**src/hdl/assert_macros.svh**
```systemverilog
// ----------------------------------------------------------------------------
// Assertion macros
// Shared concurrent assertion forms, clocked on aclk and disabled in reset.
// ----------------------------------------------------------------------------
`ifndef ASSERT_MACROS_SVH
`define ASSERT_MACROS_SVH

// A property that must hold at every clock edge outside reset.
`define IPT_ASSERT(lbl, prop, msg) \
    lbl: assert property (@(posedge aclk) disable iff (!aresetn) prop) \
        else $error(msg);

// A condition in one cycle that implies another in the following cycle.
`define IPT_ASSERT_NEXT(lbl, pre, post, msg) \
    lbl: assert property (@(posedge aclk) disable iff (!aresetn) (pre) |=> (post)) \
        else $error(msg);

`endif

```
**src/hdl/ipt_pkg.sv**
```systemverilog
// ----------------------------------------------------------------------------
// ipt_pkg
// Types and constants shared by the address-to-text formatter and serialiser.
// ----------------------------------------------------------------------------
package ipt_pkg;

    // Configuration port geometry and register map.
    localparam int ADDR_W = 3;
    localparam int LIMIT_W = 7;
    localparam logic [LIMIT_W-1:0] LIMIT_RESET = 7'd64;
    localparam logic REG_OUT_LIMIT = 1'b0;

    // Address family codes.
    localparam logic [1:0] CMD_IPV4 = 2'd0;
    localparam logic [1:0] CMD_IPV6 = 2'd1;

    // ASCII characters used in the text.
    localparam logic [7:0] CH_NUL = 8'h00;
    localparam logic [7:0] CH_ZERO = 8'h30;
    localparam logic [7:0] CH_COLON = 8'h3A;
    localparam logic [7:0] CH_DOT = 8'h2E;
    localparam logic [7:0] CH_HEX_A = 8'h57;

    // The text is cut into eight fields of up to eight characters each.
    localparam int NUM_FIELDS = 8;
    localparam int FIELD_CHARS = 8;

    typedef logic [7:0] char_t;
    typedef char_t [FIELD_CHARS-1:0] fchars_t;
    typedef logic [3:0] flen_t;
    typedef logic [2:0] fidx_t;

    typedef struct packed {
        fchars_t ch;
        flen_t   len;
    } field_t;

    // One formatted request handed to the serialiser.
    typedef struct packed {
        field_t [NUM_FIELDS-1:0] fld;
        fidx_t [NUM_FIELDS-1:0]  nxt;
        logic [NUM_FIELDS-1:0]   has_nxt;
        logic                    err;
    } text_t;

endpackage

```
**src/hdl/ipt_fmt.sv**
```systemverilog
// ----------------------------------------------------------------------------
// ipt_fmt
// Five-stage pipeline that turns an address request into text fields.
// ----------------------------------------------------------------------------
module ipt_fmt import ipt_pkg::*; (
    input  logic               aclk,
    input  logic               aresetn,
    input  logic               in_valid,
    output logic               in_ready,
    input  logic [1:0]         in_cmd,
    input  logic [63:0]        in_high,
    input  logic [63:0]        in_low,
    input  logic [LIMIT_W-1:0] out_limit,
    output logic               out_valid,
    input  logic               out_ready,
    output text_t              out_item
);

    typedef struct packed {
        logic [3:0][7:0] ch;
        logic [2:0]      n;
    } hexw_t;

    typedef struct packed {
        logic [2:0][7:0] ch;
        logic [1:0]      n;
    } decb_t;

    typedef struct packed {
        logic       valid;
        logic [2:0] base;
        logic [3:0] len;
    } run_t;

    // ASCII for one hex digit, lower case.
    function automatic char_t hex_char(logic [3:0] d);
        if (d < 4'd10) begin
            return CH_ZERO + {4'b0, d};
        end
        return CH_HEX_A + {4'b0, d};
    endfunction

    // Hex word without leading zeros, characters left aligned.
    function automatic hexw_t hex_word(logic [15:0] w);
        hexw_t      r;
        logic [2:0] start;
        logic [2:0] k;
        logic [15:0] sh;
        r.ch = '0;
        if (w[15:12] != 4'd0) begin
            r.n = 3'd4;
        end else if (w[11:8] != 4'd0) begin
            r.n = 3'd3;
        end else if (w[7:4] != 4'd0) begin
            r.n = 3'd2;
        end else begin
            r.n = 3'd1;
        end
        start = 3'd4 - r.n;
        for (int j = 0; j < 4; j++) begin
            k = start + 3'(j);
            sh = w << {k[1:0], 2'b00};
            if (3'(j) < r.n) begin
                r.ch[j] = hex_char(sh[15:12]);
            end
        end
        return r;
    endfunction

    // Decimal byte without leading zeros; tens found by a reciprocal multiply.
    function automatic decb_t dec_byte(logic [7:0] v);
        decb_t       r;
        logic [1:0]  h;
        logic [7:0]  rem;
        logic [15:0] prod;
        logic [3:0]  t;
        logic [7:0]  u;
        if (v >= 8'd200) begin
            h = 2'd2;
            rem = v - 8'd200;
        end else if (v >= 8'd100) begin
            h = 2'd1;
            rem = v - 8'd100;
        end else begin
            h = 2'd0;
            rem = v;
        end
        prod = {8'b0, rem} * 16'd205;
        t = prod[14:11];
        u = rem - {1'b0, t, 3'b000} - {3'b000, t, 1'b0};
        r.ch = '0;
        if (v >= 8'd100) begin
            r.n = 2'd3;
            r.ch[0] = CH_ZERO + {6'b0, h};
            r.ch[1] = CH_ZERO + {4'b0, t};
            r.ch[2] = CH_ZERO + u;
        end else if (v >= 8'd10) begin
            r.n = 2'd2;
            r.ch[0] = CH_ZERO + {4'b0, t};
            r.ch[1] = CH_ZERO + u;
        end else begin
            r.n = 2'd1;
            r.ch[0] = CH_ZERO + u;
        end
        return r;
    endfunction

    // First longest run of zero words, dropped when shorter than two.
    function automatic run_t zero_run(logic [7:0] z);
        run_t       best;
        logic       cur_v;
        logic [2:0] cur_b;
        logic [3:0] cur_l;
        best = '0;
        cur_v = 1'b0;
        cur_b = 3'd0;
        cur_l = 4'd0;
        for (int i = 0; i < 8; i++) begin
            if (z[i]) begin
                if (!cur_v) begin
                    cur_v = 1'b1;
                    cur_b = 3'(i);
                    cur_l = 4'd1;
                end else begin
                    cur_l = cur_l + 4'd1;
                end
            end else if (cur_v) begin
                if (!best.valid || cur_l > best.len) begin
                    best.valid = 1'b1;
                    best.base = cur_b;
                    best.len = cur_l;
                end
                cur_v = 1'b0;
            end
        end
        if (cur_v && (!best.valid || cur_l > best.len)) begin
            best.valid = 1'b1;
            best.base = cur_b;
            best.len = cur_l;
        end
        if (best.valid && best.len < 4'd2) begin
            best.valid = 1'b0;
        end
        return best;
    endfunction

    function automatic fchars_t one_char(char_t c);
        fchars_t p;
        p = '0;
        p[0] = c;
        return p;
    endfunction

    function automatic fchars_t hex_part(hexw_t h);
        fchars_t p;
        p = '0;
        for (int j = 0; j < 4; j++) begin
            p[j] = h.ch[j];
        end
        return p;
    endfunction

    function automatic fchars_t dec_part(decb_t d);
        fchars_t p;
        p = '0;
        for (int j = 0; j < 3; j++) begin
            p[j] = d.ch[j];
        end
        return p;
    endfunction

    // Appends a part of plen characters to a field.
    function automatic field_t fld_append(field_t f, fchars_t p, flen_t plen);
        field_t r;
        flen_t  k;
        r.ch = '0;
        r.len = f.len + plen;
        for (int j = 0; j < FIELD_CHARS; j++) begin
            k = flen_t'(j) - f.len;
            if (flen_t'(j) < f.len) begin
                r.ch[j] = f.ch[j];
            end else if (k < plen) begin
                r.ch[j] = p[k[2:0]];
            end
        end
        return r;
    endfunction

    // Stage registers.
    logic        v1_reg, v2_reg, v3_reg, v4_reg, v5_reg;
    logic [1:0]  cmd1_reg, cmd2_reg, cmd3_reg;
    logic        err4_reg;
    logic [63:0] hi1_reg, lo1_reg;
    logic [7:0]  zero2_reg;
    logic        ffff2_reg;
    hexw_t [7:0] hex2_reg, hex3_reg;
    decb_t [3:0] dec2_reg, dec3_reg;
    logic [7:0]  inrun3_reg;
    logic [2:0]  base3_reg;
    logic        mapped3_reg;
    field_t [7:0] fld4_reg;
    text_t       item5_reg;

    logic adv1, adv2, adv3, adv4, adv5;

    // Each stage moves when it is empty or the stage after it moves.
    assign adv5 = !v5_reg || out_ready;
    assign adv4 = !v4_reg || adv5;
    assign adv3 = !v3_reg || adv4;
    assign adv2 = !v2_reg || adv3;
    assign adv1 = !v1_reg || adv2;
    assign in_ready = adv1;
    assign out_valid = v5_reg;
    assign out_item = item5_reg;

    // Stage two: words, zero flags, hex and decimal digits.
    logic [15:0] word [8];
    logic [7:0]  zero2_next;
    hexw_t [7:0] hex2_next;
    decb_t [3:0] dec2_next;

    always_comb begin
        for (int i = 0; i < 4; i++) begin
            word[i] = hi1_reg[63-16*i -: 16];
            word[i+4] = lo1_reg[63-16*i -: 16];
        end
        for (int i = 0; i < 8; i++) begin
            zero2_next[i] = (word[i] == 16'd0);
            hex2_next[i] = hex_word(word[i]);
        end
        for (int k = 0; k < 4; k++) begin
            dec2_next[k] = dec_byte(lo1_reg[31-8*k -: 8]);
        end
    end

    // Stage three: zero-run search and the embedded IPv4 case.
    run_t       run3;
    logic [7:0] inrun3_next;
    logic       mapped3_next;

    always_comb begin
        run3 = zero_run(zero2_reg);
        for (int i = 0; i < 8; i++) begin
            inrun3_next[i] = run3.valid && (4'(i) >= {1'b0, run3.base})
                && (4'(i) < ({1'b0, run3.base} + run3.len));
        end
        mapped3_next = run3.valid && (run3.base == 3'd0)
            && ((run3.len == 4'd6) || ((run3.len == 4'd5) && ffff2_reg));
    end

    // Stage four: each field's characters.
    field_t [7:0] fld4_next;

    always_comb begin
        for (int i = 0; i < 8; i++) begin
            fld4_next[i] = '0;
            if (cmd3_reg == CMD_IPV4) begin
                if (i < 4) begin
                    if (i != 0) begin
                        fld4_next[i] = fld_append(fld4_next[i], one_char(CH_DOT), 4'd1);
                    end
                    fld4_next[i] = fld_append(fld4_next[i], dec_part(dec3_reg[i]),
                        {2'b0, dec3_reg[i].n});
                end
            end else if (inrun3_reg[i]) begin
                if (base3_reg == 3'(i)) begin
                    fld4_next[i] = fld_append(fld4_next[i], one_char(CH_COLON), 4'd1);
                end
                if (i == 7) begin
                    fld4_next[i] = fld_append(fld4_next[i], one_char(CH_COLON), 4'd1);
                end
            end else if (mapped3_reg && (i >= 6)) begin
                fld4_next[i] = fld_append(fld4_next[i],
                    one_char((i == 6) ? CH_COLON : CH_DOT), 4'd1);
                fld4_next[i] = fld_append(fld4_next[i], dec_part(dec3_reg[2*(i-6)]),
                    {2'b0, dec3_reg[2*(i-6)].n});
                fld4_next[i] = fld_append(fld4_next[i], one_char(CH_DOT), 4'd1);
                fld4_next[i] = fld_append(fld4_next[i], dec_part(dec3_reg[2*(i-6)+1]),
                    {2'b0, dec3_reg[2*(i-6)+1].n});
            end else begin
                if (i != 0) begin
                    fld4_next[i] = fld_append(fld4_next[i], one_char(CH_COLON), 4'd1);
                end
                fld4_next[i] = fld_append(fld4_next[i], hex_part(hex3_reg[i]),
                    {1'b0, hex3_reg[i].n});
            end
        end
    end

    // Stage five: total length, limit check and links between fields.
    logic [6:0] total5;
    text_t      item5_next;

    always_comb begin
        total5 = 7'd0;
        for (int i = 0; i < 8; i++) begin
            total5 = total5 + {3'b0, fld4_reg[i].len};
        end
        item5_next.fld = fld4_reg;
        item5_next.err = err4_reg || ((total5 + 7'd1) > out_limit);
        for (int f = 0; f < 8; f++) begin
            item5_next.has_nxt[f] = 1'b0;
            item5_next.nxt[f] = 3'd0;
            for (int g = 7; g >= 0; g--) begin
                if ((g > f) && (fld4_reg[g].len != 4'd0)) begin
                    item5_next.has_nxt[f] = 1'b1;
                    item5_next.nxt[f] = 3'(g);
                end
            end
        end
    end

    // Valid bits.
    always_ff @(posedge aclk) begin
        if (!aresetn) begin
            v1_reg <= 1'b0;
            v2_reg <= 1'b0;
            v3_reg <= 1'b0;
            v4_reg <= 1'b0;
            v5_reg <= 1'b0;
        end else begin
            if (adv1) v1_reg <= in_valid;
            if (adv2) v2_reg <= v1_reg;
            if (adv3) v3_reg <= v2_reg;
            if (adv4) v4_reg <= v3_reg;
            if (adv5) v5_reg <= v4_reg;
        end
    end

    // Payload registers.
    always_ff @(posedge aclk) begin
        if (adv1) begin
            cmd1_reg <= in_cmd;
            hi1_reg <= in_high;
            lo1_reg <= in_low;
        end
        if (adv2) begin
            cmd2_reg <= cmd1_reg;
            zero2_reg <= zero2_next;
            ffff2_reg <= (word[5] == 16'hFFFF);
            hex2_reg <= hex2_next;
            dec2_reg <= dec2_next;
        end
        if (adv3) begin
            cmd3_reg <= cmd2_reg;
            inrun3_reg <= inrun3_next;
            base3_reg <= run3.base;
            mapped3_reg <= mapped3_next;
            hex3_reg <= hex2_reg;
            dec3_reg <= dec2_reg;
        end
        if (adv4) begin
            err4_reg <= (cmd3_reg != CMD_IPV4) && (cmd3_reg != CMD_IPV6);
            fld4_reg <= fld4_next;
        end
        if (adv5) begin
            item5_reg <= item5_next;
        end
    end

endmodule

```
**src/hdl/ipt_ser.sv**
```systemverilog
// ----------------------------------------------------------------------------
// ipt_ser
// Walks a request's fields, one character a cycle while m_tready is high.
// ----------------------------------------------------------------------------
`include "assert_macros.svh"

module ipt_ser import ipt_pkg::*; (
    input  logic  aclk,
    input  logic  aresetn,
    input  logic  in_valid,
    output logic  in_ready,
    input  text_t in_item,
    output logic  m_tvalid,
    input  logic  m_tready,
    output logic [7:0] m_tdata,
    output logic  m_tlast,
    output logic  m_tuser
);

    logic   valid_reg;
    text_t  item_reg;
    fidx_t  f_reg;
    logic [2:0] c_reg;

    field_t cur;
    logic   ch_end;
    logic   is_last;

    // Current character and end-of-field detection.
    assign cur = item_reg.fld[f_reg];
    assign ch_end = (({1'b0, c_reg} + 4'd1) == cur.len);
    assign is_last = item_reg.err || (ch_end && !item_reg.has_nxt[f_reg]);

    assign m_tvalid = valid_reg;
    assign m_tdata = item_reg.err ? CH_NUL : cur.ch[c_reg];
    assign m_tlast = is_last;
    assign m_tuser = item_reg.err;

    // A new request is taken as the last character of the current one leaves.
    assign in_ready = !valid_reg || (m_tready && is_last);

    always_ff @(posedge aclk) begin
        if (!aresetn) begin
            valid_reg <= 1'b0;
            f_reg <= '0;
            c_reg <= '0;
        end else if (in_ready) begin
            valid_reg <= in_valid;
            f_reg <= '0;
            c_reg <= '0;
        end else if (m_tready) begin
            if (ch_end) begin
                f_reg <= item_reg.nxt[f_reg];
                c_reg <= '0;
            end else begin
                c_reg <= c_reg + 3'd1;
            end
        end
    end

    always_ff @(posedge aclk) begin
        if (in_ready && in_valid) begin
            item_reg <= in_item;
        end
    end

    `IPT_ASSERT(a_err_single, (valid_reg && item_reg.err) |-> (is_last && (m_tdata == CH_NUL)), "error result must be a single null character")
    `IPT_ASSERT(a_char_in_field, (valid_reg && !item_reg.err) |-> ({1'b0, c_reg} < cur.len), "character index beyond its field")
    `IPT_ASSERT(a_text_nonnull, (valid_reg && !item_reg.err) |-> (m_tdata != CH_NUL), "text character must not be null")
    `IPT_ASSERT_NEXT(a_text_continues, valid_reg && m_tready && !is_last, valid_reg, "text ended before its last character")

endmodule

```
**src/hdl/ip_address_to_text.sv**
```systemverilog
// ----------------------------------------------------------------------------
// ip_address_to_text: IPv4 and IPv6 addresses to ASCII text
// The formatter stages and then the serialiser register lie between a request
// and its first character. Throughput: one character per cycle while m_tready
// is high; a request's text is 2 to 39 characters, or one null for an error.
// Reset clears all valid bits and serialiser indices, sets out_limit to 64.
// ----------------------------------------------------------------------------
module ip_address_to_text import ipt_pkg::*; (
    input  logic              aclk,
    input  logic              aresetn,
    // Request channel.
    input  logic              s_tvalid,
    output logic              s_tready,
    input  logic [127:0]      s_tdata,   // [63:0] addr_high, [127:64] addr_low
    input  logic [1:0]        s_tuser,   // [1:0] cmd
    // Result channel.
    output logic              m_tvalid,
    input  logic              m_tready,
    output logic [7:0]        m_tdata,   // [7:0] out_char
    output logic              m_tlast,
    output logic              m_tuser,   // [0] error
    // Configuration port.
    input  logic              psel,
    input  logic              penable,
    input  logic              pwrite,
    input  logic [ADDR_W-1:0] paddr,
    input  logic [31:0]       pwdata,
    output logic [31:0]       prdata,
    output logic              pready
);

    logic [LIMIT_W-1:0] out_limit_reg;
    logic               txt_valid;
    logic               txt_ready;
    text_t              txt_item;

    // Configuration register write and read-back.
    assign pready = 1'b1;
    assign prdata = (paddr[ADDR_W-1:2] == REG_OUT_LIMIT)
        ? {{(32-LIMIT_W){1'b0}}, out_limit_reg} : 32'd0;

    always_ff @(posedge aclk) begin
        if (!aresetn) begin
            out_limit_reg <= LIMIT_RESET;
        end else if (psel && penable && pwrite && pready
                     && (paddr[ADDR_W-1:2] == REG_OUT_LIMIT)) begin
            out_limit_reg <= pwdata[LIMIT_W-1:0];
        end
    end

    // Formatting pipeline.
    ipt_fmt u_fmt (
        .aclk      (aclk),
        .aresetn   (aresetn),
        .in_valid  (s_tvalid),
        .in_ready  (s_tready),
        .in_cmd    (s_tuser),
        .in_high   (s_tdata[63:0]),
        .in_low    (s_tdata[127:64]),
        .out_limit (out_limit_reg),
        .out_valid (txt_valid),
        .out_ready (txt_ready),
        .out_item  (txt_item)
    );

    // Character serialiser.
    ipt_ser u_ser (
        .aclk     (aclk),
        .aresetn  (aresetn),
        .in_valid (txt_valid),
        .in_ready (txt_ready),
        .in_item  (txt_item),
        .m_tvalid (m_tvalid),
        .m_tready (m_tready),
        .m_tdata  (m_tdata),
        .m_tlast  (m_tlast),
        .m_tuser  (m_tuser)
    );

endmodule
```
**config.mk**
```make
export PLATFORM = sky130hd
export DESIGN_NAME = ip_address_to_text
export DESIGN_NICKNAME = d
export VERILOG_FILES = /design/src/hdl/ipt_pkg.sv /design/src/hdl/ipt_fmt.sv /design/src/hdl/ipt_ser.sv /design/src/hdl/ip_address_to_text.sv
export VERILOG_INCLUDE_DIRS = /design/src /design/src/hdl
export SDC_FILE = /design/constraint.sdc
export NUM_CORES = 2
export LEC_CHECK = 0
export BUFFER_PORTS_ARGS = -buffer_cell sky130_fd_sc_hd__buf_2
export CAP_MARGIN = 20
export CORE_UTILIZATION = 30
export DETAILED_ROUTE_END_ITERATION = 16
export SLEW_MARGIN = 20
export SYNTH_ARGS = -nofsm -noshare
export SYNTH_HDL_FRONTEND = slang
export SYNTH_SLANG_ARGS = --single-unit
```
**constraint.sdc**
```tcl
create_clock -name aclk -period 20.6 [get_ports aclk]
set_input_delay 4.12 -clock aclk [delete_from_list [all_inputs] [get_ports aclk]]
set_output_delay 4.12 -clock aclk [all_outputs]
set_load 0.05 [all_outputs]
```
* Word level (Yosys, flattened, before mapping) *
Memories as Yosys holds them, arrays and structs flattened.
Cells that the tools add are included.

cells by class
  equal/unequal tests = 12
  magnitude comparators = 440
  bitwise logic cells = 3
  shift-type cells = 32
  mux-type cells = 768
  $add $sub $neg = 263
  multipliers = 4
  div/mod/pow operators = 0
  reduce and logical (&&, ||, !) cells = 103

operators with widths
  kind                   number
  $mux W8                469
  $bmux W8 S3            97
  $mux W68               31
  $shl A16 B4 Y16        32
  $lt A3 B4 Y1 const B   106
  $add A7 B4 Y8 const A  32
  $add A6 B4 Y7 const A  36
  $lt A3 B4 Y1 const A   56
  $lt A4 B3 Y1           56
  $sub A3 B4 Y4 const A  52
  $bmux W68 S3           1
  $lt A4 B2 Y1           40
  $logic_not A16 Y1      8
  $lt A4 B4 Y1 const B   32
  $reduce_bool A4 Y1     31
  $mux W10               12
  $lt A1 B4 Y1 const A   28
  $lt A2 B4 Y1 const A   28
  $mux W3                36
  $sub A1 B4 Y4 const A  26
  $sub A2 B4 Y4 const A  26
  $lt A4 B1 Y1 const B   24
  $mux W1                86
  $mux W18               4
  other kinds (57)       276

storage, ports and cells
  RAM bits = 0
  memories kept = 24
  memory bits (read-only) = 1536
  register bits after elaboration = 2633
  bits in latches = 0
  bits of input ports = 172

memory list
  memory            words  bits a word  rd ports  clocked after memory_dff  write ports  line            text
  (no name shown)   8      8            1         0                         0            ipt_fmt.sv:183  r.ch[j] = p[k[2:0]];
  (no name shown)   8      8            1         0                         0            ipt_fmt.sv:183
  (no name shown)   8      8            1         0                         0            ipt_fmt.sv:183
  (no name shown)   8      8            1         0                         0            ipt_fmt.sv:183
  (no name shown)   8      8            1         0                         0            ipt_fmt.sv:183
  (no name shown)   8      8            1         0                         0            ipt_fmt.sv:183
  18 more memories  -      -            -         -                         -            -

* Logic depth before layout (Yosys ltp) *
  word-level depth = 43
  gate-level depth with buffers = 58

* Modules after synthesis *
A second synthesis with hierarchy kept.

second synthesis, totals
  cell total of the unflattened synthesis = 6229
  area total of the unflattened synthesis = 95517.9 um^2

by module, submodules not included
  module              cells each  area an instance (um^2)  sequential area each (um^2)  instances
  ipt_fmt             5276        72613.4                  47515.6                      1
  ipt_ser             887         22347.7                  17466.8                      1
  ip_address_to_text  66          556.8                    140.1                        1

* Worst setup path after synthesis *
No wires, ideal clock.

  kind = input-to-reg
  start point = input port m_tready
  end point = register u_ser.item_reg[101] in the netlist's numbering (enable)
  path buffers = 0
  path slack = -1.304 ns
  arrival time = 20.747 ns
  stages = 3
  cells stage by stage = inv_1 o21a_1 nor2b_1

on the way
  word-level cells in the longest chain between the ends = 3

RTL lines
  item                    line                      text
  start: declaration      ip_address_to_text.sv:18  input logic m_tready,
  $logic_and A1 B1 Y1     ipt_ser.sv:40             assign in_ready = !valid_reg || (m_tready && is_last);
  $logic_or A1 B1 Y1      ipt_ser.sv:40
  $logic_and A1 B1 Y1     ipt_ser.sv:62             if (in_ready && in_valid) begin
  end signal: assignment  ipt_ser.sv:63             item_reg <= in_item;
  end: declaration        ipt_ser.sv:21             text_t item_reg;

No other way between the ends.
A chain may end at the register's enable or synchronous reset.

==> reports/metrics.yaml <==
ios: 217
fmax_mhz: 76.2
required_ps: 21220
finalCritPeriodShare_pct: 63.7
totalWireLength_mm: 235
row_count: 196
largest_register_ffs: 371
pwr-share-clk_pct: 31.0
cp_max_fo: 15
leakage_nw: 37.1
p_int_mw: 8.16
drive_above_1_share_pct: 11.8
port_buffers: 163
slowest_stage: "o311ai_0"
cp-endpoint: "u_fmt.inrun3_reg[1]$_DFFE_PP_"
r2r_slack_ps: 7480
crit_path_start_kind: "flip-flop"
ys_seq_area_share_pct: 68.5
synth_ff_type: "edfxtp_1"
period_minus_slack_ps: 13120
power_density_nw_per_um2: 119
grt.busiest_layer: "met2"
clk_pin_slew_ps: 70
p_switching_mw: 3.53
start_util_pct: 30.2
cts_buffers: 207
r2r_start: "u_fmt.zero2_reg[1]$_DFFE_PP_"
critPathMaxStageDelay_ps: 880
r2r_end: "u_fmt.inrun3_reg[1]$_DFFE_PP_"
fin_ws_ps: 7480
ys_types: 93
tightest_slew_ps: 1420
wl_per_cell_um: 23.4
end_kind: "flip-flop"
ir_drop_mv: 0.160
drc: 0
met2_usage_pct: 24.8
startpoint: "u_fmt.zero2_reg[1]$_DFFE_PP_"
tns_ps: 0
syn_inst: 5837
synth_seq_cells: 1969
htreeDepth: 4
slew_viol_final: 0
use_met3_pct: 2.59
pre_cts_ws_ps: 7600
final_common_cell: "edfxtp_1"
synth_edf_count: 1950
antenna_found_initial: 19
die_w_um: 537
critPathKind: "reg2reg"
comb_power_share_pct: 23.9
cts_hold_buf: 0
hold_path.class: "reg2reg"
layout.nets: 6729
critical_path_arrival_ps: 13750
use_met1_pct: 22.6
synth_area_um2: 86000
dieArea_um2: 289000
sw_frac_of_total_pct: 30.2
clockBufferDepth: 4
dp_hpwl_mm: 172
grt_pass1_wl_mm: 334
ant_nets: 0
setup_violations: 0
rsz0062_at_grt: "no"
drt_first_pass_iters: 5
avgSynthCellArea_um2: 14.7
place.gp.congestion: 0.919
first_global_vias: 47600
gr-total-overflow: 0
synthArstFlopShare_pct: 0
area_growth_pct: 13.8
seq_power_share_pct: 45.1
die_y_um: 537
grt_max_degree: 168
final_cell_mix: "1950 x edfxtp_1, 430 x inv_1, 388 x ha_1"
post_cts_buffers: 0
root_buffer: "clkbuf_16"
relSlewSlack_pct: 4.48
hold_viol_final: 0
clock-sinks: 1969
worstSkewPairLatency_ps: 890
num_vias: 49300
status: "finished, final reports clean"
grt_usage_pct: 15.9
fin_worst_skew_ps: 86.7
cpMostUsedCell: "ha_1"
r2r_cells: 43
yosysWarnings: 0
cap_violations: 0
core_um2: 285000
ctsResizeCount: 0
drt_iter0_drc: 5383
cts_tree: "done"
via_per_inst: 4.93
-- logic make-up after synthesis --
family                   count (synthesis)  synth area share [%]
AO/OA/AOI/OAI                         1080                  8.26
XOR/XNOR                               146                  1.49
adder cells (fa/ha/maj)                472                  7.60
buffers and inverters                  674                  3.09
flip-flops                            1969                  68.5
multiplexers                           242                  4.08
other                                    2               0.00873
AND/OR/NAND/NOR                       1252                  6.96
-- cells in the mapped netlist (13+ instances only) --
cell | instances | area share (%)
nor3_1 | 52 | 0.30
xnor2_1 | 105 | 1.1
nand2b_1 | 40 | 0.29
a32o_1 | 37 | 0.43
nor2_1 | 376 | 1.6
mux2i_1 | 98 | 1.1
a21o_1 | 28 | 0.24
o21a_1 | 28 | 0.24
nor4_1 | 38 | 0.28
o21bai_1 | 29 | 0.25
o22ai_1 | 31 | 0.23
dfxtp_1 | 19 | 0.44
nand4_1 | 25 | 0.18
fa_1 | 84 | 2.0
inv_1 | 433 | 1.9
a31oi_1 | 38 | 0.28
nor2b_1 | 54 | 0.39
a211oi_1 | 57 | 0.50
a22o_1 | 66 | 0.67
nand3_1 | 69 | 0.40
mux4_2 | 79 | 2.1
a21boi_0 | 15 | 0.13
a221o_1 | 13 | 0.15
buf_4 | 27 | 0.24
o21ai_0 | 183 | 1.1
a22oi_1 | 43 | 0.38
nand2_1 | 343 | 1.5
and2_1 | 128 | 0.93
ha_1 | 388 | 5.6
edfxtp_1 | 1950 | 68
o211ai_1 | 23 | 0.20
a311oi_1 | 16 | 0.16
clkbuf_1 | 165 | 0.72
and3_1 | 51 | 0.37
a21oi_1 | 358 | 2.1
xor2_1 | 41 | 0.42
buf_1 | 24 | 0.10
mux2_2 | 61 | 0.80
a221oi_1 | 18 | 0.18
-- through the flow --
stage | hold WS (ps) | power (mW) | area, µm² | utilization [%] | std cells
5_1_grt | 330 | 12.3 | 97900 | 34.3 | 10000
2_1_floorplan | 400 | 7.21 | 86100 | - | 5869
3_5_place_dp | 405 | 8.17 | 91400 | 32.0 | 9638
3_3_place_gp | 401 | 8.09 | 91400 | 32.0 | 9638
4_1_cts | 336 | 11.8 | 97900 | 34.3 | 10000
6_report | 338 | 11.7 | 97900 | 34.3 | 10000
-- per-layer routing --
| layer | part of all wire, % | up-vias |
|---|---|---|
| met2 | 46 | 1767 |
| met4 | 3.1 | 10 |
| met3 | 7.0 | 317 |
| met5 | 0.025 | - |
| li1 | - | 22400 |
| met1 | 44 | 24900 |
-- power groups by stage --
| stage | registers (mW) | clock network, mW | logic [mW] |
|---|---|---|---|
| 3_5_place_dp | 5.36 | 0 | 2.81 |
| 2_1_floorplan | 5.15 | 0 | 2.06 |
| 5_1_grt | 5.30 | 3.84 | 3.18 |
| 4_1_cts | 5.27 | 3.70 | 2.83 |
| 3_3_place_gp | 5.35 | 0 | 2.74 |
| 6_report | 5.28 | 3.62 | 2.80 |
-- worst min-delay path by stage --
stage / start / endpoint / slack [ps] / cells after the start
floorplan: u_fmt.cmd1_reg[0]$_DFFE_PP_ / u_fmt.cmd2_reg[0]$_DFFE_PP_ / 400 / 0
global placement: u_fmt.hex2_reg[78]$_SDFFCE_PP0P_ / u_fmt.hex3_reg[78]$_DFFE_PP_ / 400 / 0
detailed placement: u_fmt.dec2_reg[32]$_SDFFCE_PP1P_ / u_fmt.dec3_reg[32]$_DFFE_PP_ / 400 / 0
CTS: u_fmt.fld4_reg[526]$_SDFFCE_PP0P_ / u_fmt.out_item[559]$_DFFE_PP_ / 340 / 0
global route: u_fmt.fld4_reg[526]$_SDFFCE_PP0P_ / u_fmt.out_item[559]$_DFFE_PP_ / 330 / 0
finish: u_fmt.fld4_reg[526]$_SDFFCE_PP0P_ / u_fmt.out_item[559]$_DFFE_PP_ / 340 / 0
-- layout make-up --
cell class / instances / area [µm²]
Fill cell: 27200 / 187000
Sequential cell: 1969 / 58900
Multi-Input combinational cell: 3226 / 24700
Clock buffer: 263 / 5450
Tap cell: 3762 / 4710
Inverter: 447 / 1700
Timing Repair Buffer: 234 / 1390
Clock inverter: 108 / 1050
Antenna cell: 7 / 17.5
-- critical path: cells and delay by family, from the launching register on --
family / cells / cell delay (ps)
AOI/OAI and AO/OA: 20 / 6070
adders and majority gates: 8 / 2560
and+or+nand+nor: 9 / 1830
muxes: 4 / 1280
DFF: 1 / 580
buffers and inverters: 2 / 520
No activity file was read; power rests on OpenSTA's default activity.
